`src/design/crt_pkg.sv`:
```
// Shared types and constants of the cache set replacement tracker.
package crt_pkg;

  localparam int BLOCK_W   = 32;
  localparam int SET_W     = 12;
  localparam int RESULT_W  = 16;
  localparam int WAYS_W    = 5;
  localparam int CFG_ADDR_W = 1;
  localparam int CFG_DATA_W = 5;

  // Configuration register indexes.
  localparam logic [CFG_ADDR_W-1:0] REG_WAYS   = 1'd0;
  localparam logic [CFG_ADDR_W-1:0] REG_POLICY = 1'd1;

  // Values after reset.
  localparam logic [WAYS_W-1:0] WAYS_RESET = 5'd4;
  localparam logic              POLICY_LRU = 1'b1;
  localparam logic              POLICY_FIFO = 1'b0;

  typedef enum logic {
    ST_IDLE,
    ST_UPDATE
  } state_t;

  typedef struct packed {
    logic capture;
    logic commit;
  } cmd_t;

  typedef struct packed {
    logic out_free;
  } status_t;

endpackage

```
`src/design/crt_if.sv`:
```
// Channel interfaces of the cache set replacement tracker.
interface crt_req_if;
  logic                          valid;
  logic                          ready;
  logic [crt_pkg::BLOCK_W-1:0]   block_number;
  logic [crt_pkg::SET_W-1:0]     set_index;

  modport source (output valid, output block_number, output set_index, input ready);
  modport sink (input valid, input block_number, input set_index, output ready);
endinterface

interface crt_resp_if;
  logic                          valid;
  logic                          ready;
  logic [crt_pkg::RESULT_W-1:0]  cache_block;
  logic                          hit;
  logic                          replaced;

  modport source (output valid, output cache_block, output hit, output replaced, input ready);
  modport sink (input valid, input cache_block, input hit, input replaced, output ready);
endinterface

interface crt_cfg_if;
  logic                            valid;
  logic                            ready;
  logic [crt_pkg::CFG_ADDR_W-1:0]  addr;
  logic [crt_pkg::CFG_DATA_W-1:0]  data;

  modport source (output valid, output addr, output data, input ready);
  modport sink (input valid, input addr, input data, output ready);
endinterface

```
`src/design/cache_set_replacement_tracker.sv`:
```
// Top level of the cache set replacement tracker.
//
// The tracker keeps the age-ordered list of blocks held in one cache set and
// answers each access with the cache block number it occupies. Accesses come
// in on the req channel (block number and set index), and one result per access
// leaves on the resp channel (cache block, hit and replaced flags). Each
// transaction completes when valid and ready are both high at a clock edge.
// The cfg channel writes the ways and policy registers and is always ready;
// the user must use it only while no access is in flight; not enforced here.
// The tag compare checks every entry at once in the cycle the access is
// accepted and registers the match flags. The list update follows in the
// update state, which shifts the ordered list and loads the result register.
// The result is valid once the result register is loaded, and a new access
// is accepted only after the previous one has been updated, set by this
// compare and update pair. If the receiver stalls, the finished result waits in
// the result register while the next access is accepted and compared; its
// update then waits until the result register is free.
// Reset is synchronous: it empties the list, sets ways to four and selects LRU
// order. Entry storage needs no clearing pass since only filled entries are read.
module cache_set_replacement_tracker #(
  parameter int MAX_WAYS = 16
) (
  input  logic            clk,
  input  logic            rst,
  crt_req_if.sink         req,
  crt_resp_if.source      resp,
  crt_cfg_if.sink         cfg
);

  crt_pkg::cmd_t    cmd;
  crt_pkg::status_t status;

  crt_ctrl u_ctrl (
    .clk      (clk),
    .rst      (rst),
    .in_valid (req.valid),
    .in_ready (req.ready),
    .status   (status),
    .cmd      (cmd)
  );

  crt_dpath #(
    .MAX_WAYS (MAX_WAYS)
  ) u_dpath (
    .clk          (clk),
    .rst          (rst),
    .cmd          (cmd),
    .status       (status),
    .block_number (req.block_number),
    .set_index    (req.set_index),
    .cfg_valid    (cfg.valid),
    .cfg_ready    (cfg.ready),
    .cfg_addr     (cfg.addr),
    .cfg_data     (cfg.data),
    .out_valid    (resp.valid),
    .out_ready    (resp.ready),
    .cache_block  (resp.cache_block),
    .hit          (resp.hit),
    .replaced     (resp.replaced)
  );

endmodule

```
`src/design/crt_ctrl.sv`:
```
// Controller state machine of the cache set replacement tracker.
module crt_ctrl (
  input  logic              clk,
  input  logic              rst,
  input  logic              in_valid,
  output logic              in_ready,
  input  crt_pkg::status_t  status,
  output crt_pkg::cmd_t     cmd
);

  crt_pkg::state_t state;
  crt_pkg::state_t state_next;

  always_ff @(posedge clk) begin
    if (rst) begin
      state <= crt_pkg::ST_IDLE;
    end else begin
      state <= state_next;
    end
  end

  always_comb begin
    state_next  = state;
    in_ready    = 1'b0;
    cmd.capture = 1'b0;
    cmd.commit  = 1'b0;
    case (state)
      crt_pkg::ST_IDLE: begin
        in_ready = 1'b1;
        if (in_valid) begin
          cmd.capture = 1'b1;
          state_next  = crt_pkg::ST_UPDATE;
        end
      end
      crt_pkg::ST_UPDATE: begin
        // Hold the list update until the result register can take the result.
        if (status.out_free) begin
          cmd.commit = 1'b1;
          state_next = crt_pkg::ST_IDLE;
        end
      end
      default: begin
        state_next = crt_pkg::ST_IDLE;
      end
    endcase
  end

endmodule

```
`src/design/crt_dpath.sv`:
```
// Datapath of the cache set replacement tracker: entry list, tag compare, result register.
module crt_dpath #(
  parameter int MAX_WAYS = 16
) (
  input  logic                           clk,
  input  logic                           rst,
  input  crt_pkg::cmd_t                  cmd,
  output crt_pkg::status_t               status,
  input  logic [crt_pkg::BLOCK_W-1:0]    block_number,
  input  logic [crt_pkg::SET_W-1:0]      set_index,
  input  logic                           cfg_valid,
  output logic                           cfg_ready,
  input  logic [crt_pkg::CFG_ADDR_W-1:0] cfg_addr,
  input  logic [crt_pkg::CFG_DATA_W-1:0] cfg_data,
  output logic                           out_valid,
  input  logic                           out_ready,
  output logic [crt_pkg::RESULT_W-1:0]   cache_block,
  output logic                           hit,
  output logic                           replaced
);

  localparam int SLOT_W = (MAX_WAYS > 1) ? $clog2(MAX_WAYS) : 1;
  localparam int CNT_W  = $clog2(MAX_WAYS + 1);
  localparam int SUM_W  = crt_pkg::SET_W + crt_pkg::WAYS_W + 1;

  logic [crt_pkg::WAYS_W-1:0]  ways;
  logic                        policy_lru;

  logic [crt_pkg::BLOCK_W-1:0] entry_block [MAX_WAYS];
  logic [SLOT_W-1:0]           entry_slot  [MAX_WAYS];
  logic [CNT_W-1:0]            entry_count;

  logic [crt_pkg::BLOCK_W-1:0] blk_q;
  logic [crt_pkg::SET_W-1:0]   set_q;
  logic [MAX_WAYS-1:0]         match_q;

  logic [crt_pkg::WAYS_W-1:0]  eff_ways;
  logic                        found;
  logic                        full;
  logic                        rotate;
  logic                        fill;
  logic [SLOT_W-1:0]           pos;
  logic [SLOT_W-1:0]           rpos;
  logic [SLOT_W-1:0]           last_idx;
  logic [SLOT_W-1:0]           fill_idx;
  logic [SLOT_W-1:0]           res_slot;
  logic [SUM_W-1:0]            sum;
  logic [crt_pkg::BLOCK_W-1:0] up_block [MAX_WAYS];
  logic [SLOT_W-1:0]           up_slot  [MAX_WAYS];

  // Configuration registers; the user writes only while the tracker is idle; not enforced.
  assign cfg_ready = 1'b1;

  always_ff @(posedge clk) begin
    if (rst) begin
      ways       <= crt_pkg::WAYS_RESET;
      policy_lru <= crt_pkg::POLICY_LRU;
    end else if (cfg_valid) begin
      case (cfg_addr)
        crt_pkg::REG_WAYS:   ways <= cfg_data;
        crt_pkg::REG_POLICY: policy_lru <= cfg_data[0];
        default: ;
      endcase
    end
  end

  always_comb begin
    if (ways == '0) begin
      eff_ways = crt_pkg::WAYS_W'(1);
    end else if (int'(ways) > MAX_WAYS) begin
      eff_ways = crt_pkg::WAYS_W'(MAX_WAYS);
    end else begin
      eff_ways = ways;
    end
  end

  // Capture the access and compare its block number against every valid entry.
  always_ff @(posedge clk) begin
    if (cmd.capture) begin
      blk_q <= block_number;
      set_q <= set_index;
      for (int i = 0; i < MAX_WAYS; i++) begin
        match_q[i] <= (entry_block[i] == block_number) && (int'(entry_count) > i);
      end
    end
  end

  always_comb begin
    pos = '0;
    for (int i = MAX_WAYS - 1; i >= 0; i--) begin
      if (match_q[i]) begin
        pos = SLOT_W'(i);
      end
    end
  end

  assign found    = |match_q;
  assign full     = int'(entry_count) >= int'(eff_ways);
  assign rotate   = (found && (policy_lru == crt_pkg::POLICY_LRU)) || (!found && full);
  assign fill     = !found && !full;
  assign rpos     = found ? pos : '0;
  assign last_idx = SLOT_W'(entry_count - CNT_W'(1));
  assign fill_idx = SLOT_W'(entry_count);
  assign res_slot = (found || full) ? entry_slot[rpos] : fill_idx;
  assign sum      = SUM_W'(set_q) * SUM_W'(eff_ways) + SUM_W'(res_slot);

  // Each entry's neighbor toward the young end, for the shift of the list.
  always_comb begin
    for (int i = 0; i < MAX_WAYS - 1; i++) begin
      up_block[i] = entry_block[i + 1];
      up_slot[i]  = entry_slot[i + 1];
    end
    up_block[MAX_WAYS-1] = entry_block[MAX_WAYS-1];
    up_slot[MAX_WAYS-1]  = entry_slot[MAX_WAYS-1];
  end

  always_ff @(posedge clk) begin
    if (cmd.commit) begin
      for (int i = 0; i < MAX_WAYS; i++) begin
        if (rotate) begin
          if (SLOT_W'(i) == last_idx) begin
            entry_block[i] <= blk_q;
            entry_slot[i]  <= res_slot;
          end else if (SLOT_W'(i) >= rpos && SLOT_W'(i) < last_idx) begin
            entry_block[i] <= up_block[i];
            entry_slot[i]  <= up_slot[i];
          end
        end else if (fill && SLOT_W'(i) == fill_idx) begin
          entry_block[i] <= blk_q;
          entry_slot[i]  <= fill_idx;
        end
      end
    end
  end

  always_ff @(posedge clk) begin
    if (rst) begin
      entry_count <= '0;
    end else if (cmd.commit && fill) begin
      entry_count <= entry_count + CNT_W'(1);
    end
  end

  // Result register.
  always_ff @(posedge clk) begin
    if (cmd.commit) begin
      cache_block <= sum[crt_pkg::RESULT_W-1:0];
      hit         <= found;
      replaced    <= !found && full;
    end
  end

  always_ff @(posedge clk) begin
    if (rst) begin
      out_valid <= 1'b0;
    end else if (cmd.commit) begin
      out_valid <= 1'b1;
    end else if (out_ready) begin
      out_valid <= 1'b0;
    end
  end

  assign status.out_free = !out_valid || out_ready;

endmodule

```
`src/flat_wrapper.sv`:
```
// flat-port wrapper written by rule: the top's interface ports become plain ports
module cache_set_replacement_tracker_flat 
#(
  parameter int MAX_WAYS = 16
)
  (clk, rst, req_valid, req_block_number, req_set_index, req_ready, resp_valid, resp_cache_block, resp_hit, resp_replaced, resp_ready, cfg_valid, cfg_addr, cfg_data, cfg_ready);
  crt_req_if req_i ();
  crt_resp_if resp_i ();
  crt_cfg_if cfg_i ();
  input  logic clk;
  input  logic rst;
  input wire logic [$bits(req_i.valid)-1:0] req_valid;
  input wire logic [$bits(req_i.block_number)-1:0] req_block_number;
  input wire logic [$bits(req_i.set_index)-1:0] req_set_index;
  output wire logic [$bits(req_i.ready)-1:0] req_ready;
  output wire logic [$bits(resp_i.valid)-1:0] resp_valid;
  output wire logic [$bits(resp_i.cache_block)-1:0] resp_cache_block;
  output wire logic [$bits(resp_i.hit)-1:0] resp_hit;
  output wire logic [$bits(resp_i.replaced)-1:0] resp_replaced;
  input wire logic [$bits(resp_i.ready)-1:0] resp_ready;
  input wire logic [$bits(cfg_i.valid)-1:0] cfg_valid;
  input wire logic [$bits(cfg_i.addr)-1:0] cfg_addr;
  input wire logic [$bits(cfg_i.data)-1:0] cfg_data;
  output wire logic [$bits(cfg_i.ready)-1:0] cfg_ready;
  assign req_i.valid = req_valid;
  assign req_i.block_number = req_block_number;
  assign req_i.set_index = req_set_index;
  assign req_ready = req_i.ready;
  assign resp_valid = resp_i.valid;
  assign resp_cache_block = resp_i.cache_block;
  assign resp_hit = resp_i.hit;
  assign resp_replaced = resp_i.replaced;
  assign resp_i.ready = resp_ready;
  assign cfg_i.valid = cfg_valid;
  assign cfg_i.addr = cfg_addr;
  assign cfg_i.data = cfg_data;
  assign cfg_ready = cfg_i.ready;
  cache_set_replacement_tracker #(.MAX_WAYS(MAX_WAYS)) u_core (.clk(clk), .rst(rst), .req(req_i), .resp(resp_i), .cfg(cfg_i));
endmodule
```
`config.mk`:
```
export PLATFORM = sky130hd
export DESIGN_NAME = cache_set_replacement_tracker_flat
export DESIGN_NICKNAME = d
export VERILOG_FILES = /design/src/design/crt_pkg.sv /design/src/design/crt_if.sv /design/src/design/cache_set_replacement_tracker.sv /design/src/design/crt_ctrl.sv /design/src/design/crt_dpath.sv /design/src/flat_wrapper.sv
export SDC_FILE = /design/constraint.sdc
export NUM_CORES = 1
export LEC_CHECK = 0
export ABC_AREA = 1
export CAP_MARGIN = 40
export CORE_ASPECT_RATIO = 1.1
export CORE_MARGIN = 8
export CORE_UTILIZATION = 35
export DETAILED_ROUTE_END_ITERATION = 16
export DONT_BUFFER_PORTS = 1
export HOLD_SLACK_MARGIN = 0.06
export PLACE_DENSITY = 0.49
export SLEW_MARGIN = 20
export SYNTH_ARGS = -nofsm -noshare
export SYNTH_HDL_FRONTEND = slang
export SYNTH_SLANG_ARGS = --single-unit
export TNS_END_PERCENT = 50
```
`constraint.sdc`:
```
create_clock -name clk -period 12.5 [get_ports clk]
set_clock_uncertainty 0.2 [all_clocks]
set_input_delay 2.5 -clock clk [delete_from_list [all_inputs] [get_ports clk]]
set_output_delay 2.5 -clock clk [all_outputs]
set_load 0.005 [all_outputs]
```
==> impl_metrics.ini, run 1 <==
[setup_path]
cp_slowest_cell = dfxtp_1
rr_worst_depth = 28
crit_arrival_ns = 7.21
cp.required_ns = 12.71
r2r_setup_slack_ns = 5.50
crit_path_start = u_core.u_dpath.entry_count[0]
endpoint = u_core.u_dpath.cache_block[14]
critPathKind = flop to flop
worstSetupEndpointType = flop
crit_fanout = 17
reg2reg_to = u_core.u_dpath.cache_block[14]
cpPeakStageDelay_ns = 0.60
worstSetupStartpointType = flop
r2r-start = u_core.u_dpath.entry_count[0]

[layout]
final_nets = 4165
syn_to_final_growth_pct = 11.3
final_common_cell = nand2_1
final_util_pct = 39.2
drive_gt1_share_pct = 7.26
final_cell_mix = nand2_1 (1539), edfxtp_1 (654), inv_1 (359)
fin_cells = 5490
nFillCells = 10600

[synth]
ys_seq_area_share_pct = 53.5
async_flop_share_pct = 0
ys_seq_elements = 667
synth_largest_area_cell = edfxtp_1
synthFlopType = edfxtp_1
syn_area_mm2 = 0.0372
synth_top_area_share_pct = 52.8
syn-mean-instance-area_um2 = 9.14
synth_edf_count = 654
synth_cell_types = 63
ys_warn_count = 0
syn-num-nets = 4204
yosys-top-cells-area = edfxtp_1 (53%), nand2_1 (16%), xnor2_1 (5.3%), inv_1 (3.6%), o21ai_0 (2.4%)
synthCells = 4071

[sta]
finalSetupViolations = 0
drv_slew = 0
max_freq_ghz = 0.143
period_share_pct = 56.0
worst_pin_slew_ns = 0.915
fin_tns_setup_ns = 0
grt_setup_unrepaired = no
slew_headroom_pct = 37.5
hold_viol_final = 0
post-route-min-period_ns = 7.00

[placed_design]
place_hpwl_um = 114000
dp.cells = 5345
numPortBuffers = 0
routabilityCongestion = 0.962

[floorplan]
die-area_mm2 = 0.117
io_pins = 76
dieHeight_um = 358
fp.dieW_um = 327
placeableCoreArea_mm2 = 0.106
start_util_pct = 35.2
rows = 125

[drt]
ant_nets = 0
via_per_inst = 5.61
routed_wl_um = 168000
drtPass1Iterations = 6
drc = 0
routedWlPerCell_um = 30.7
via_count = 30800
drtIter0Drc = 4103

[cts]
tritoncts = done
cts_root_buf = clkbuf_16
cts_hold_buffers = 0
clk_latency_ns = 0.67
cts.clk_slew.worst_paths_ns = 0.07
numClockSinks = 667
clk_path_buf_depth = 3
cts_setup_buffers = 0
numCtsBuffers = 81
cts_resized = 0
h-tree-depth = 3

[power]
ir_worst_vdd_uv = 113
powerDensity_mw_per_mm2 = 149
p_leak_nw = 16.9
power.total_mw = 6.17

[grt]
track_usage_pct = 28.0
grt_pass1_wl_um = 231000
antenna_found_initial = 5
grt-ovfl-total = 0
grt_max_degree = 60
grt_pass1_vias = 29500

[job]
drv_cap = 0

[min_path]
worstHoldStart = u_core.u_dpath.ways[2]
hold_class = flop to flop

[status]
outcome = finished, final reports clean
## final cells by class
| class | instances | area [um2] | area share [%] |
|---|---|---|---|
| Antenna cell | 1 | 2.50 | 0.00605 |
| Clock buffer | 110 | 2180 | 5.26 |
| Clock inverter | 33 | 243 | 0.586 |
| Inverter | 391 | 1470 | 3.55 |
| Multi-Input combinational cell | 2795 | 15000 | 36.2 |
| Sequential cell | 667 | 19900 | 48.1 |
| Tap cell | 1397 | 1750 | 4.22 |
| Timing Repair Buffer | 96 | 865 | 2.09 |
## synthesized netlist by cell type (4+ instances only)
| cell | instances |
|---|---|
| nand2_1 | 1542 |
| edfxtp_1 | 654 |
| inv_1 | 359 |
| xnor2_1 | 223 |
| o21ai_0 | 182 |
| clkbuf_1 | 115 |
| nand3_1 | 109 |
| o22ai_1 | 109 |
| nor2_1 | 105 |
| xor2_1 | 95 |
| buf_2 | 59 |
| nand4_1 | 51 |
| nor4_1 | 47 |
| ha_1 | 45 |
| a221oi_1 | 44 |
| o21ai_1 | 35 |
| fa_1 | 33 |
| a21oi_1 | 27 |
| buf_1 | 27 |
| nand2_2 | 25 |
| inv_2 | 19 |
| nor3_1 | 14 |
| dfxtp_1 | 13 |
| clkinv_1 | 12 |
| buf_4 | 10 |
| o2111ai_1 | 9 |
| a211oi_1 | 8 |
| nand3_2 | 8 |
| o211ai_1 | 8 |
| a221o_1 | 7 |
| nand3b_1 | 6 |
| a2111oi_0 | 5 |
| nand2_4 | 5 |
| nor2_4 | 5 |
| or2_2 | 5 |
| a31oi_1 | 4 |
| buf_6 | 4 |
| nor4b_1 | 4 |
| o21bai_1 | 4 |
## sequential cells by signal, summed over array words and instances (netlist names)
name	cells
u_core.u_dpath.entry_count	5
u_core.u_dpath.ways	5
u_core.u_dpath.out_valid	1
u_core.u_dpath.entry_block	512
u_core.u_dpath.blk_q	32
u_core.u_dpath.policy_lru	1
u_core.u_dpath.hit	1
u_core.u_ctrl.state	1
u_core.u_dpath.replaced	1
u_core.u_dpath.match_q	16
u_core.u_dpath.cache_block	16
u_core.u_dpath.entry_slot	64
u_core.u_dpath.set_q	12
## routing by layer
layer | up-vias | global-route usage (%) | part of all wire (%)
li1 | 13400 | - | -
met1 | 15000 | 34.8 | 38
met2 | 1824 | 44.8 | 45
met3 | 479 | 5.79 | 9.2
met4 | 0 | 16.6 | 7.1
met5 | - | 0 | 0
## worst min path at each step
stage | end | cells past startpoint
2_1_floorplan | u_core.u_dpath.ways[2] | 2
3_3_place_gp | u_core.u_dpath.ways[2] | 2
3_5_place_dp | u_core.u_dpath.ways[2] | 2
4_1_cts | u_core.u_dpath.ways[2] | 2
5_1_grt | u_core.u_dpath.ways[2] | 2
6_report | u_core.u_dpath.ways[2] | 2
## per-stage QoR
step	area (um2)	setup WS, ns	hold slack (ns)
detailed placement	39000	5.48	0.289
global placement	38700	5.64	0.296
floorplan	37200	4.40	0.253
finish	41400	5.50	0.306
global route	41400	4.99	0.333
CTS	41400	5.48	0.300
## critical path, delay by kind of cell, from the launching register on
kind                     cells  cell delay (ns)
AO/OA/AOI/OAI               12             2.24
AND/OR/NAND/NOR              6             0.62
buffers and inverters        4             0.74
flip-flops                   1             0.60
XOR/XNOR                     1             0.12
adder cells (fa/ha/maj)      5             2.19
## where the power goes
part	total, mW	internal, mW	switching, mW	leakage [nW]
logic	1.04	0.320	0.720	9.54
registers	2.87	2.73	0.144	6.22
clock network	2.26	1.26	0.996	1.17
total	6.17	4.31	1.86	16.9
## cell families after synthesis
group	after synthesis	synth area share, %
xor gates and xnor gates	318	7.49
AOI/OAI and AO/OA	459	7.58
DFF	667	53.5
other	1	0.0101
buffers and inverters	609	6.63
adders and majority gates	78	3.29
and+or+nand+nor	1939	21.5
(Power assumes the default switching activity.)
==> run 2, diff against run 1 <==
==> constraint.sdc (replaced) <==
create_clock -name clk -period 7.25 [get_ports clk]
set_clock_uncertainty 0.2 [all_clocks]
set_input_delay 1.45 -clock clk [delete_from_list [all_inputs] [get_ports clk]]
set_output_delay 1.45 -clock clk [all_outputs]
set_load 0.005 [all_outputs]
==> run 2 against run 1 <==
Net effect:
- cell area up 0.52%
- flip-flop and latch count stayed put
- sequential power is 73% higher
- die area unchanged
- clock-buffer cell count down 9
- setup slack got worse by 5.0 ns
- sequential share of layout area is 0.25 points lower
- core utilization rose by 0.20 points
- via count up 0.55%
- total power rose by 76%
==> impl_metrics.ini, run 2 (synthesis results as in run 1) <==
[status]
outcome = finished, final reports clean

[setup_path]
crit_top_cell = nand2_1
cp.required_ns = 7.45
cpPeakStageDelay_ns = 0.57
crit_arrival_ns = 6.91
critPathKind = flop to flop
cp_slowest_cell = o21bai_4
worstSetupStartpointType = flop
crit_fanout = 17
worstSetupEndpointType = flop

[cts]
tritoncts = done
numClockSinks = 667
cts_root_buf = clkbuf_16
h-tree-depth = 3
cts_resized = 0
numCtsBuffers = 82
cts_setup_buffers = 0
cts.clk_slew.worst_paths_ns = 0.05
clk_path_buf_depth = 3
clk_latency_ns = 0.68
cts_hold_buffers = 0

[layout]
final_common_cell = nand2_1
final_cell_mix = nand2_1 (1539), edfxtp_1 (654), inv_1 (359)
largest_reg_flops = 512
top_regs = u_core.u_dpath.entry_block (512), u_core.u_dpath.entry_slot (64), u_core.u_dpath.blk_q (32)
syn_to_final_growth_pct = 11.8
largest_register = u_core.u_dpath.entry_block
final_util_pct = 39.4
drive_gt1_share_pct = 7.75
nFillCells = 10600
final_nets = 4173

[sta]
worst_pin_slew_ns = 0.900
period_share_pct = 92.6
drv_slew = 0
slew_headroom_pct = 39.5
finalSetupViolations = 0
hold_viol_final = 0
post-route-min-period_ns = 6.71
fin_tns_setup_ns = 0
grt_setup_unrepaired = no
max_freq_ghz = 0.149

[grt]
antenna_found_initial = 7
grt_pass1_wl_um = 233000
track_usage_pct = 28.2
grt_max_degree = 64
grt_pass1_vias = 29500
grt-ovfl-total = 0

[drt]
routed_wl_um = 170000
via_per_inst = 5.63
drtPass1Iterations = 6
drtIter0Drc = 4032
routedWlPerCell_um = 30.9
via_count = 31000
drc = 0
ant_nets = 0

[power]
power_frac_comb_pct = 16.3
power.total_mw = 10.8
sw_frac_of_total_pct = 30.0
p_clk_share_pct = 37.8
ir_worst_vdd_uv = 201
p_switching_mw = 3.25
p_leak_nw = 17.1
intPower_mw = 7.59
seq_power_share_pct = 45.9
powerDensity_mw_per_mm2 = 261

[floorplan]
start_util_pct = 35.2
fp.dieW_um = 327
placeableCoreArea_mm2 = 0.106
io_pins = 76
dieHeight_um = 358
die-area_mm2 = 0.117
rows = 125

[job]
drv_cap = 0

[placed_design]
numPortBuffers = 0
routabilityCongestion = 0.932
place_hpwl_um = 114000

[min_path]
hold_class = flop to flop
run 2: metal layers:
layer	global-route usage, %	share of wire (%)	vias to the layer above
li1	-	-	13400
met1	34.6	37	14900
met2	45.1	45	2067
met3	6.08	10	510
met4	18.1	7.5	0
met5	0	0	-
run 2: cell type report:
type	instances	area [um2]	area share, %
diodes	4	10.0	0.0241
clock buffers	101	2170	5.21
repair buffers	103	906	2.18
inverters	391	1470	3.53
multi-input cells	2795	15000	36.0
clock inverters	46	412	0.989
well taps	1397	1750	4.20
flip-flops and latches	667	19900	47.8
run 2: final timing paths:
path	start	to	slack, ns	depth (start not counted)
hold reg to reg	u_core.u_dpath.ways[2]	u_core.u_dpath.ways[2]	0.31	2
setup reg to reg	u_core.u_dpath.match_q[13]	u_core.u_dpath.cache_block[14]	0.54	39
hold / removal	u_core.u_dpath.ways[2]	u_core.u_dpath.ways[2]	0.31	2
setup / recovery	u_core.u_dpath.match_q[13]	u_core.u_dpath.cache_block[14]	0.54	39
run 2: power by group through the flow:
stage          Clock (mW)  Sequential, mW  Combinational, mW
6_report             4.10            4.97               1.77
5_1_grt              4.28            4.99               1.93
3_5_place_dp            0            5.04               1.75
2_1_floorplan           0            4.94               1.21
4_1_cts              4.15            4.96               1.75
3_3_place_gp            0            5.05               1.71
run 2: metrics by stage:
stage	hold WS, ns	area [um2]	cells	setup WS (ns)
after floorplan	0.253	37200	4071	0.00790
after global placement	0.290	38800	5339	0.529
after detailed placement	0.294	39000	5352	0.532
after CTS	0.308	41600	5499	0.496
after global routing	0.319	41600	5500	0.0714
final	0.306	41600	5504	0.536
run 2: worst max-delay path, delay by kind of cell (launching register included):
family,cells,cell delay (ns)
simple gates,22,1.86
compound gates,8,1.75
fa+ha+maj,4,1.74
flops,1,0.42
buf+inv,4,0.34
xor+xnor,1,0.11
